## src/hw/rtl/tlba_pkg.sv

```systemverilog
// ----------------------------------------------------------------------------
// tlba_pkg
// Shared types, codes and helpers of the two-level bitmap block allocator.
// ----------------------------------------------------------------------------
package tlba_pkg;

   localparam int          DEF_WORD_BITS    = 32;
   localparam int          MAX_WORD_BITS    = 64;
   localparam int          INDEX_W          = 10;
   localparam int          COUNT_W          = 11;
   localparam logic [10:0] RESET_NUM_BLOCKS = 11'd1024;

   typedef enum logic [1:0] {
      MODE_ALLOC = 2'd0,
      MODE_FREE  = 2'd1,
      MODE_QUERY = 2'd2
   } tlba_mode_type;

   typedef enum logic [1:0] {
      STATUS_OK        = 2'd0,
      STATUS_NO_FREE   = 2'd1,
      STATUS_BAD_INDEX = 2'd2
   } tlba_status_type;

   typedef enum logic [1:0] {
      ST_INIT,
      ST_IDLE,
      ST_DIV,
      ST_EXEC
   } tlba_state_type;

   // position of the highest set bit, 0 when none is set
   function automatic logic [5:0] hi_bit(input logic [MAX_WORD_BITS-1:0] v);
      logic [5:0] pos;
      pos = 6'd0;
      for (int i = 0; i < MAX_WORD_BITS; i++) begin
         if (v[i]) begin
            pos = 6'(i);
         end
      end
      return pos;
   endfunction

endpackage

```

## src/hw/rtl/tlba_map_ram.sv

```systemverilog
// ----------------------------------------------------------------------------
// tlba_map_ram
// Map word storage: one write port, one read port with registered data.
// ----------------------------------------------------------------------------
module tlba_map_ram #(
   parameter int WIDTH = 32,
   parameter int DEPTH = 32
) (
   input  logic                     clock,
   input  logic                     wr_en,
   input  logic [$clog2(DEPTH)-1:0] wr_addr,
   input  logic [WIDTH-1:0]         wr_data,
   input  logic [$clog2(DEPTH)-1:0] rd_addr,
   output logic [WIDTH-1:0]         rd_data
);

   logic [WIDTH-1:0] mem [DEPTH];
   logic [WIDTH-1:0] rd_data_ff;

   always_ff @(posedge clock) begin
      if (wr_en) begin
         mem[wr_addr] <= wr_data;
      end
   end

   always_ff @(posedge clock) begin
      rd_data_ff <= mem[rd_addr];
   end

   assign rd_data = rd_data_ff;

endmodule

```

## src/hw/rtl/two_level_bitmap_block_allocator.sv

```systemverilog
// ----------------------------------------------------------------------------
// two_level_bitmap_block_allocator
// Fixed-block allocator over a two-level free bitmap: a summary register over the words of one map memory.
// ----------------------------------------------------------------------------
// An item is accepted in ST_IDLE: the block index is split into a word index
// (a reciprocal multiply), or the highest non-empty word is picked from the
// summary. ST_DIV then takes the bit index and reads the map memory, and
// ST_EXEC writes any changed word back and registers the response; it
// waits while a registered response is stalled. Items are handled one at a
// time, so a new item is accepted only after the last one leaves ST_EXEC; the
// next item is taken while the last response still waits in the output
// register. After reset and after every num_blocks write the map memory is
// swept, one word per cycle, and req_stall stays high during that sweep.
module two_level_bitmap_block_allocator #(
   parameter int WORD_BITS = tlba_pkg::DEF_WORD_BITS
) (
   input  logic        clock,
   input  logic        reset,
   input  logic        csr_wr_en,
   input  logic [10:0] csr_num_blocks,
   input  logic        req_valid,
   output logic        req_stall,
   input  logic [1:0]  req_mode,
   input  logic [9:0]  req_block_index,
   output logic        rsp_valid,
   input  logic        rsp_stall,
   output logic [9:0]  rsp_result_index,
   output logic [1:0]  rsp_status,
   output logic        rsp_is_allocated,
   output logic [10:0] rsp_free_count,
   output logic        rsp_all_free,
   output logic        rsp_none_free
);

   import tlba_pkg::*;

   localparam int          WIDX        = $clog2(WORD_BITS);
   localparam logic [12:0] CAPACITY    = 13'(WORD_BITS * WORD_BITS);
   localparam logic [12:0] RESET_N13   = (CAPACITY < 13'(RESET_NUM_BLOCKS)) ?
                                         CAPACITY : 13'(RESET_NUM_BLOCKS);
   localparam int          RECIP_SHIFT = INDEX_W + WIDX;
   localparam int          RECIP       = ((2 ** RECIP_SHIFT) + WORD_BITS - 1) / WORD_BITS;
   localparam int          PROD_W      = INDEX_W + RECIP_SHIFT + 1;
   localparam logic [WIDX-1:0] LAST_WORD = WIDX'(WORD_BITS - 1);

   function automatic logic [10:0] eff_count(input logic [10:0] v);
      if ({2'b00, v} > CAPACITY) begin
         return CAPACITY[10:0];
      end
      return v;
   endfunction

   tlba_state_type       state_ff, state_in;
   tlba_mode_type        mode_ff, mode_in;
   logic [9:0]           idx_ff, idx_in;
   logic [9:0]           q_ff, q_in;
   logic [WIDX-1:0]      b_ff, b_in;
   logic                 miss_ff, miss_in;
   logic [WORD_BITS-1:0] summary_ff, summary_in;
   logic [10:0]          free_ff, free_in;
   logic [10:0]          n_ff, n_in;
   logic [WIDX-1:0]      init_w_ff, init_w_in;
   logic [12:0]          base_ff, base_in;

   logic                 rsp_valid_ff, rsp_valid_in;
   logic [9:0]           rsp_result_index_ff, rsp_result_index_in;
   tlba_status_type      rsp_status_ff, rsp_status_in;
   logic                 rsp_is_allocated_ff, rsp_is_allocated_in;
   logic [10:0]          rsp_free_count_ff, rsp_free_count_in;
   logic                 rsp_all_free_ff, rsp_all_free_in;
   logic                 rsp_none_free_ff, rsp_none_free_in;

   logic                 mem_wr_en;
   logic [WIDX-1:0]      mem_wr_addr;
   logic [WORD_BITS-1:0] mem_wr_data;
   logic [WORD_BITS-1:0] rd_data;

   logic [12:0]          init_rem;
   logic                 init_live;
   logic [WORD_BITS-1:0] init_mask;
   logic [PROD_W-1:0]    prod;
   logic [PROD_W-1:0]    prod_sh;
   logic [5:0]           sum_top;
   logic [5:0]           rd_top;
   logic [WIDX-1:0]      rd_top_w;
   logic [15:0]          diff16;
   logic [15:0]          alloc_index16;
   logic                 bit_set;
   logic [WORD_BITS-1:0] alloc_word;
   logic [WORD_BITS-1:0] free_word;
   logic                 proceed;

   tlba_map_ram #(
      .WIDTH (WORD_BITS),
      .DEPTH (WORD_BITS)
   ) u_map_ram (
      .clock   (clock),
      .wr_en   (mem_wr_en),
      .wr_addr (mem_wr_addr),
      .wr_data (mem_wr_data),
      .rd_addr (q_ff[WIDX-1:0]),
      .rd_data (rd_data)
   );

   assign init_rem  = {2'b00, n_ff} - base_ff;
   assign init_live = base_ff < {2'b00, n_ff};

   always_comb begin
      for (int b = 0; b < WORD_BITS; b++) begin
         init_mask[b] = init_live && ((init_rem >= 13'(WORD_BITS)) || (13'(b) < init_rem));
      end
   end

   assign prod          = PROD_W'(req_block_index) * PROD_W'(RECIP);
   assign prod_sh       = prod >> RECIP_SHIFT;
   assign sum_top       = hi_bit(MAX_WORD_BITS'(summary_ff));
   assign rd_top        = hi_bit(MAX_WORD_BITS'(rd_data));
   assign rd_top_w      = rd_top[WIDX-1:0];
   assign diff16        = 16'(idx_ff) - 16'(q_ff) * 16'(WORD_BITS);
   assign alloc_index16 = 16'(q_ff) * 16'(WORD_BITS) + 16'(rd_top_w);
   assign bit_set       = rd_data[b_ff];
   assign alloc_word    = rd_data & ~(WORD_BITS'(1) << rd_top_w);
   assign free_word     = rd_data | (WORD_BITS'(1) << b_ff);
   assign proceed       = !rsp_valid_ff || !rsp_stall;

   always_ff @(posedge clock) begin
      if (reset) begin
         state_ff     <= ST_INIT;
         init_w_ff    <= '0;
         base_ff      <= '0;
         n_ff         <= RESET_N13[10:0];
         free_ff      <= RESET_N13[10:0];
         summary_ff   <= '0;
         rsp_valid_ff <= 1'b0;
      end else begin
         state_ff     <= state_in;
         init_w_ff    <= init_w_in;
         base_ff      <= base_in;
         n_ff         <= n_in;
         free_ff      <= free_in;
         summary_ff   <= summary_in;
         rsp_valid_ff <= rsp_valid_in;
      end
   end

   always_ff @(posedge clock) begin
      mode_ff             <= mode_in;
      idx_ff              <= idx_in;
      q_ff                <= q_in;
      b_ff                <= b_in;
      miss_ff             <= miss_in;
      rsp_result_index_ff <= rsp_result_index_in;
      rsp_status_ff       <= rsp_status_in;
      rsp_is_allocated_ff <= rsp_is_allocated_in;
      rsp_free_count_ff   <= rsp_free_count_in;
      rsp_all_free_ff     <= rsp_all_free_in;
      rsp_none_free_ff    <= rsp_none_free_in;
   end

   always_comb begin
      state_in            = state_ff;
      mode_in             = mode_ff;
      idx_in              = idx_ff;
      q_in                = q_ff;
      b_in                = b_ff;
      miss_in             = miss_ff;
      summary_in          = summary_ff;
      free_in             = free_ff;
      n_in                = n_ff;
      init_w_in           = init_w_ff;
      base_in             = base_ff;
      rsp_valid_in        = rsp_valid_ff;
      rsp_result_index_in = rsp_result_index_ff;
      rsp_status_in       = rsp_status_ff;
      rsp_is_allocated_in = rsp_is_allocated_ff;
      rsp_free_count_in   = rsp_free_count_ff;
      rsp_all_free_in     = rsp_all_free_ff;
      rsp_none_free_in    = rsp_none_free_ff;
      mem_wr_en           = 1'b0;
      mem_wr_addr         = q_ff[WIDX-1:0];
      mem_wr_data         = rd_data;
      req_stall           = (state_ff != ST_IDLE);

      if (rsp_valid_ff && !rsp_stall) begin
         rsp_valid_in = 1'b0;
      end

      case (state_ff)
         ST_INIT: begin
            mem_wr_en             = 1'b1;
            mem_wr_addr           = init_w_ff;
            mem_wr_data           = init_mask;
            summary_in[init_w_ff] = init_live;
            init_w_in             = init_w_ff + WIDX'(1);
            base_in               = base_ff + 13'(WORD_BITS);
            if (init_w_ff == LAST_WORD) begin
               state_in = ST_IDLE;
            end
         end
         ST_IDLE: begin
            if (req_valid) begin
               mode_in = tlba_mode_type'(req_mode);
               idx_in  = req_block_index;
               q_in    = prod_sh[9:0];
               miss_in = 1'b0;
               case (tlba_mode_type'(req_mode))
                  MODE_ALLOC: begin
                     miss_in = (summary_ff == '0);
                     q_in    = 10'(sum_top[WIDX-1:0]);
                  end
                  MODE_FREE, MODE_QUERY: begin
                     miss_in = (11'(req_block_index) >= n_ff);
                  end
                  default: begin
                     miss_in = 1'b0;
                  end
               endcase
               state_in = ST_DIV;
            end
         end
         ST_DIV: begin
            b_in     = diff16[WIDX-1:0];
            state_in = ST_EXEC;
         end
         ST_EXEC: begin
            if (proceed) begin
               rsp_result_index_in = '0;
               rsp_status_in       = STATUS_OK;
               rsp_is_allocated_in = 1'b0;
               case (mode_ff)
                  MODE_ALLOC: begin
                     if (miss_ff) begin
                        rsp_status_in = STATUS_NO_FREE;
                     end else begin
                        mem_wr_en   = 1'b1;
                        mem_wr_data = alloc_word;
                        if (alloc_word == '0) begin
                           summary_in[q_ff[WIDX-1:0]] = 1'b0;
                        end
                        free_in             = free_ff - 11'd1;
                        rsp_result_index_in = alloc_index16[9:0];
                     end
                  end
                  MODE_FREE: begin
                     if (miss_ff || bit_set) begin
                        rsp_status_in = STATUS_BAD_INDEX;
                     end else begin
                        mem_wr_en                  = 1'b1;
                        mem_wr_data                = free_word;
                        summary_in[q_ff[WIDX-1:0]] = 1'b1;
                        free_in                    = free_ff + 11'd1;
                     end
                  end
                  MODE_QUERY: begin
                     if (miss_ff) begin
                        rsp_status_in = STATUS_BAD_INDEX;
                     end else begin
                        rsp_is_allocated_in = !bit_set;
                     end
                  end
                  default: begin
                     rsp_status_in = STATUS_OK;
                  end
               endcase
               rsp_free_count_in = free_in;
               rsp_all_free_in   = (free_in == n_ff);
               rsp_none_free_in  = (free_in == '0);
               rsp_valid_in      = 1'b1;
               state_in          = ST_IDLE;
            end
         end
         default: begin
            state_in = ST_INIT;
         end
      endcase

      if (csr_wr_en) begin
         n_in      = eff_count(csr_num_blocks);
         free_in   = eff_count(csr_num_blocks);
         init_w_in = '0;
         base_in   = '0;
         state_in  = ST_INIT;
      end
   end

   assign rsp_valid        = rsp_valid_ff;
   assign rsp_result_index = rsp_result_index_ff;
   assign rsp_status       = rsp_status_ff;
   assign rsp_is_allocated = rsp_is_allocated_ff;
   assign rsp_free_count   = rsp_free_count_ff;
   assign rsp_all_free     = rsp_all_free_ff;
   assign rsp_none_free    = rsp_none_free_ff;

endmodule

```

## config.mk

```make
export PLATFORM = sky130hd
export DESIGN_NAME = two_level_bitmap_block_allocator
export DESIGN_NICKNAME = d
export VERILOG_FILES = /design/src/hw/rtl/tlba_pkg.sv /design/src/hw/rtl/tlba_map_ram.sv /design/src/hw/rtl/two_level_bitmap_block_allocator.sv
export SDC_FILE = /design/constraint.sdc
export NUM_CORES = 2
export LEC_CHECK = 0
export BUFFER_PORTS_ARGS = -buffer_cell sky130_fd_sc_hd__clkbuf_2
export CAP_MARGIN = 20
export CORE_UTILIZATION = 44
export CTS_CLUSTER_DIAMETER = 40
export DETAILED_ROUTE_END_ITERATION = 10
export HOLD_SLACK_MARGIN = 0.1
export PLACE_DENSITY_LB_ADDON = 0.25
export SLEW_MARGIN = 20
export SYNTH_ARGS = -nofsm -noshare
export SYNTH_HDL_FRONTEND = slang
export SYNTH_HIERARCHICAL = 1
export SYNTH_SLANG_ARGS = --single-unit
```

## constraint.sdc

```tcl
create_clock -name clock -period 10.6 [get_ports clock]
set_clock_uncertainty 0.1 [all_clocks]
set_input_delay 1.06 -clock clock [delete_from_list [all_inputs] [get_ports clock]]
set_output_delay 1.06 -clock clock [all_outputs]
set_load 0.05 [all_outputs]
```

# == After elaboration in Yosys (flattened, before gate mapping) ==
# Memories as Yosys holds them, arrays and structs flattened. A register that Yosys moved wholly into a read port is not among the register bits.
# Index checks and enable logic that the tools add are counted.
# classes
add_sub_neg,7
n_eq_ne,17
n_bitwise,8
reduce_logical,90
shifts,2
mux,113
magnitude_cmp,41
# op_table
operator,n
$mux 5,62
$pmux 32 s2,4
$mux 32,7
$lt 5x13->1 const A,16
$lt 4x13->1 const A,8
$mux 11,9
$and 32x32->32,2
$logic_not 32->1,2
$not 32->32,2
$or 32x32->32,2
$shl 1x5->32 const A,2
$lt 3x13->1 const A,4
$logic_and 1x1->1,35
$logic_or 1x1->1,34
$bwmux 32,1
$lt 1x13->1 const A,2
$lt 2x13->1 const A,2
$pmux 11 s2,1
$lt 5x6->1 const B,3
$mux 1,16
$add 13x6->13 const B,1
$ge 13x6->1 const B,1
$lt 13x11->1,1
$sub 11x13->13,1
31 further kinds,60
# word_totals
n_memories,1
wordCells,297
ff_bits,119
input_bits,28
ram_bits,1024
# mem_list
name,depth,word_bits,read_ports,rd_clocked_by_memory_dff,write_ports,line_no,rtl
u_map_ram.mem,32,32,1,1,1,tlba_map_ram.sv:17,logic [WIDTH-1:0] mem [DEPTH];

# == Logic depth before layout (Yosys ltp) ==
# logic_depth
ltp_word,40
depth_mapped,14

# == By module ==
# Netlist, hierarchy kept.
# by_module_without_submodules
module,cells_per_inst,seq_area_each_um2,area_each_um2,n_inst
tlba_map_ram,2260,31390.1,40491.3,1
two_level_bitmap_block_allocator,1295,2722.6,9955.8,1

# == Least setup slack after synthesis ==
# Ideal clock, no wire load.
# synth_path
path_kind,reg-to-reg
startpoint,reg b_ff[1]
endpoint,mem u_map_ram.mem[12][0] (enable)
arrival_ns,4.712
setup_slack_ns,5.366
required_time_ns,10.079
stages_incl_launch_ff,13
setup_time_ns,0.421
path_cell_list,edfxtp_1 buf_2 clkbuf_1 mux4_2 mux2_2 nand3_1 o211ai_1 nor3_1 o21ai_0 a21oi_1 or3b_2 clkbuf_1 nor2_1
# synth_via
elab_chain_len,9
# synth_lines
element,line_no,rtl
start: declaration,two_level_bitmap_block_allocator.sv:57,"logic [WIDX-1:0] b_ff, b_in;"
start signal: assignment,two_level_bitmap_block_allocator.sv:150,b_ff <= b_in;
$bmux 1 s5,two_level_bitmap_block_allocator.sv:121,assign bit_set = rd_data[b_ff];
$mux 1 (implied by the code),two_level_bitmap_block_allocator.sv:121,
$logic_or 1x1->1,two_level_bitmap_block_allocator.sv:245,if (miss_ff || bit_set) begin
$mux 1,two_level_bitmap_block_allocator.sv:245,
$pmux 1 s2,two_level_bitmap_block_allocator.sv:230,case (mode_ff)
$mux 1,two_level_bitmap_block_allocator.sv:226,if (proceed) begin
$pmux 1 s2,two_level_bitmap_block_allocator.sv:188,case (state_ff)
via mem_wr_en,two_level_bitmap_block_allocator.sv:73,logic mem_wr_en;
$mux 1,tlba_map_ram.sv:21,if (wr_en) begin
$mux 1 (implied by the code),tlba_map_ram.sv:22,mem[wr_addr] <= wr_data;
end: declaration,tlba_map_ram.sv:17,
# The timed path passes the listed nets, and every way through them passes these cells. The select of a mux whose other input is x is not followed.

# == Final worst setup path ==
# layout_path
startpoint,reg b_ff[1]
endpoint,mem u_map_ram.mem[14][7] (enable)
# Same word-level chain as after synthesis.

==> flow_summary_export.csv <==
group,metric,value,unit
die,core-area,113000,sq um
sta,min_period,6.00,ns
hold_path,hp-class,"reg -> reg",
detailed_routing,vias_per_cell,6.02,
critical_path,startpoint,"b_ff[1]$_DFFE_PN_",
hold_path,hp-start,"idx_ff[1]$_DFFE_PP_",
critical_path,setup.worst_path.class,"reg -> reg",
yosys,async_flop_share,0,%
yosys,syn_area,50400,sq um
sta,worst_pin_slew,1.16,ns
power,pwr_density_cell,185,nW/um^2
sta,rsz0062_at_grt,"false",
clocking,clk_pin_slew,0.06,ns
clocking,post_cts_buffers,0,
placed_design,gp_congestion,0.945,
sta,report.final.slew_viol_count,0,
yosys,syn_avg_cell_area,14.2,sq um
placed_design,hpwlAfterDp,82.8,mm
critical_path,end_kind,"register",
layout,fin_area,57600,sq um
layout,syn2layout_area_growth,14.2,%
critical_path,crit_fanout,32,
yosys,synth_ff_type,"edfxtp_1",
yosys,seq_area_frac_synth,67.6,%
yosys,synthDistinctLibCells,85,
clocking,clock_latency,0.75,ns
hold_path,hold_depth,0,
global_routing,grt_overflow,0,
global_routing,grt.total_usage,23.4,%
detailed_routing,vias,31500,
yosys,synth_edf_count,1068,
detailed_routing,final_antenna_net_count,0,
clocking,cts_max_level,4,
die,fp.dieW,341,um
clocking,cts_tree,"done",
global_routing,grt_max_degree,110,
layout,drive_gt1_share,12.8,%
global_routing,grt_pass1_wl,201,mm
placed_design,dpl_cell_area,52600,sq um
critical_path,cp.required,10.86,ns
sta,timing.final.crit_share,56.6,%
flow_run,drv_cap,0,
clocking,root_buffer,"clkbuf_16",
sta,max_slew_margin,21.7,%
die,core.rowCount,123,
sta,setup-tns-final,0,ns
critical_path,cp-start-kind,"register",
clocking,ctsHoldBuffers,0,
power,ir_drop,0.179,mV
clocking,numCtsBuffers,145,
yosys,syn_inst,3555,
die,pin_count,56,
power,p_total,10700,uW
placed_design,portBuffers,55,
global_routing,antenna_found_initial,0,
yosys,synth_fp_nets,3614,
critical_path,r2r_cells,10,
yosys,ys_ff_latch,1170,
sta,max_freq,167,MHz
detailed_routing,wirelength,138,mm
clocking,clock_path_buffers,3,
critical_path,r2r-start,"b_ff[1]$_DFFE_PN_",
sta,setup_viol,0,
layout,final_cells,5224,
die,dieArea,116000,sq um
sta,hold_viol_final,0,
placed_design,dpl.cell_count,4953,
detailed_routing,dr.pass1.iters,6,
die,start_util,44.6,%
status,status,"finished, final reports clean",
critical_path,arrival,6.26,ns
layout,final_nets,3664,
power,leakage,0.0197,uW
detailed_routing,drtIter0Drc,3402,
die,dieHeight,341,um
detailed_routing,detail_route.wl_per_cell,26.3,um
yosys,ys_warn_count,6,
clocking,cts_resized,0,
clocking,clock_sinks,1170,
global_routing,grt_pass1_vias,30300,
detailed_routing,drc,0,
## sequential cells by signal (all words and copies together), names as in the netlist, 2 cells and up, named ones only
register	count
b_ff	5
base_ff	8
free_ff	11
idx_ff	5
init_w_ff	5
mode_ff	2
n_ff	11
q_ff	5
rsp_free_count	11
rsp_result_index	10
rsp_status	2
state_ff	2
u_map_ram/mem	1024
u_map_ram/rd_data	32
## layout by cell type (no fill, tap or decap), types with 13 or more instances in the layout
master and count:
a31oi_1 49, o31ai_1 26, buf_4 68, inv_1 53
clkinv_1 16, nand4_1 14, edfxtp_1 1068, nand3_1 128
o211ai_1 37, or4_1 13, xor2_1 14, o21ai_0 88
ha_1 30, nor3_1 75, dfxtp_1 102, clkbuf_16 148
nor2b_1 28, a21oi_1 170, a22oi_1 161, or3_1 13
and2_1 26, nor2_1 147, clkbuf_1 20, nor2_4 34
xnor2_1 14, clkinv_2 17, or2_2 15, o21a_1 14
a22o_1 68, clkbuf_2 55, inv_6 13, nor4_1 17
nand2_1 170, mux2i_1 521
## metal layers
| metal | track usage (%) | part of all wire (%) | vias to the layer above |
|---|---|---|---|
| li1 | - | - | 14000 |
| met1 | 32.5 | 43 | 15900 |
| met2 | 37.7 | 47 | 1337 |
| met3 | 3.35 | 6.9 | 250 |
| met4 | 8.15 | 3.0 | 0 |
| met5 | 0 | 0 | - |
## worst max-delay path, cell delays in order, from the launching register on
cell	delay (ns)
edfxtp_1	0.86
mux4_2	0.60
mux2i_1	0.17
mux2_2	0.20
o211ai_1	0.08
buf_4	0.21
nor3_1	0.48
o21ai_0	0.35
a21oi_1	0.54
nand3b_1	0.81
nor2_4	1.16
## final timing paths
path / end / slack (ns)
worst max-delay path: u_map_ram/mem[14][7]$_DFFE_PP_ / 4.60
worst min-delay path: b_ff[1]$_DFFE_PN_ / 0.40
worst max register to register: u_map_ram/mem[14][7]$_DFFE_PP_ / 4.60
worst min register to register: b_ff[1]$_DFFE_PN_ / 0.40
## synthesized netlist by cell type, types with 14 or more instances
library cell  count  area [sq um]
buf_1            22          82.6
a22o_1           68           596
buf_6            19           214
or2_2            15          93.8
buf_4            34           255
ha_1             30           375
dfxtp_1         102          2040
a22oi_1         161          1210
nand4_1          14          87.6
inv_1            53           199
nor4_1           17           106
buf_2            33           165
o211ai_1         37           278
xnor2_1          14           123
nand3_1         128           641
nand2_1         171           642
a21oi_1         178           891
edfxtp_1       1068         32100
nor3_1           76           380
o31ai_1          26           195
clkbuf_1        121           454
nor2_1          181           679
nor2b_1          30           188
o21ai_0          90           450
a31oi_1          52           325
mux2i_1         521          5220
xor2_1           14           123
o21a_1           15           113
and2_1           27           169
## per-stage QoR
step                utilization, %  hold slack (ns)  setup slack [ns]
floorplan                        -            0.300              5.37
global placement              46.5            0.378              4.70
detailed placement            46.5            0.331              4.56
CTS                           50.8            0.373              4.54
global route                  50.9            0.396              4.24
finish                        50.9            0.396              4.60
## kinds of logic (layout without fill, tap and decap cells)
logic type	after synthesis	in the layout	synth area share (%)
AND/OR/NAND/NOR	745	745	7.17
AO/OA/AOI/OAI	759	759	10.3
XOR/XNOR	28	28	0.486
flip-flops	1170	1170	67.6
other	0	2	0
multiplexers	536	536	10.9
buffers and inverters	286	453	2.76
adder cells (fa/ha/maj)	31	31	0.784
## power breakdown
part           leakage [uW]  switching, uW  total (uW)  internal [uW]
combinational       0.00706            395         491           96.7
clock               0.00234           1970        4890           2920
sequential           0.0103           19.6        5270           5260
## final cells by class
cell class,count,area [sq um]
clock buffers,175,3870
well taps,1500,1880
repair buffers,134,1050
multi-input cells,2099,15500
inverters,55,206
diodes,2,5.00
fillers,9444,55500
flip-flops and latches,1170,34100
clock inverters,89,995
Power figures use the tool's default switching activity.
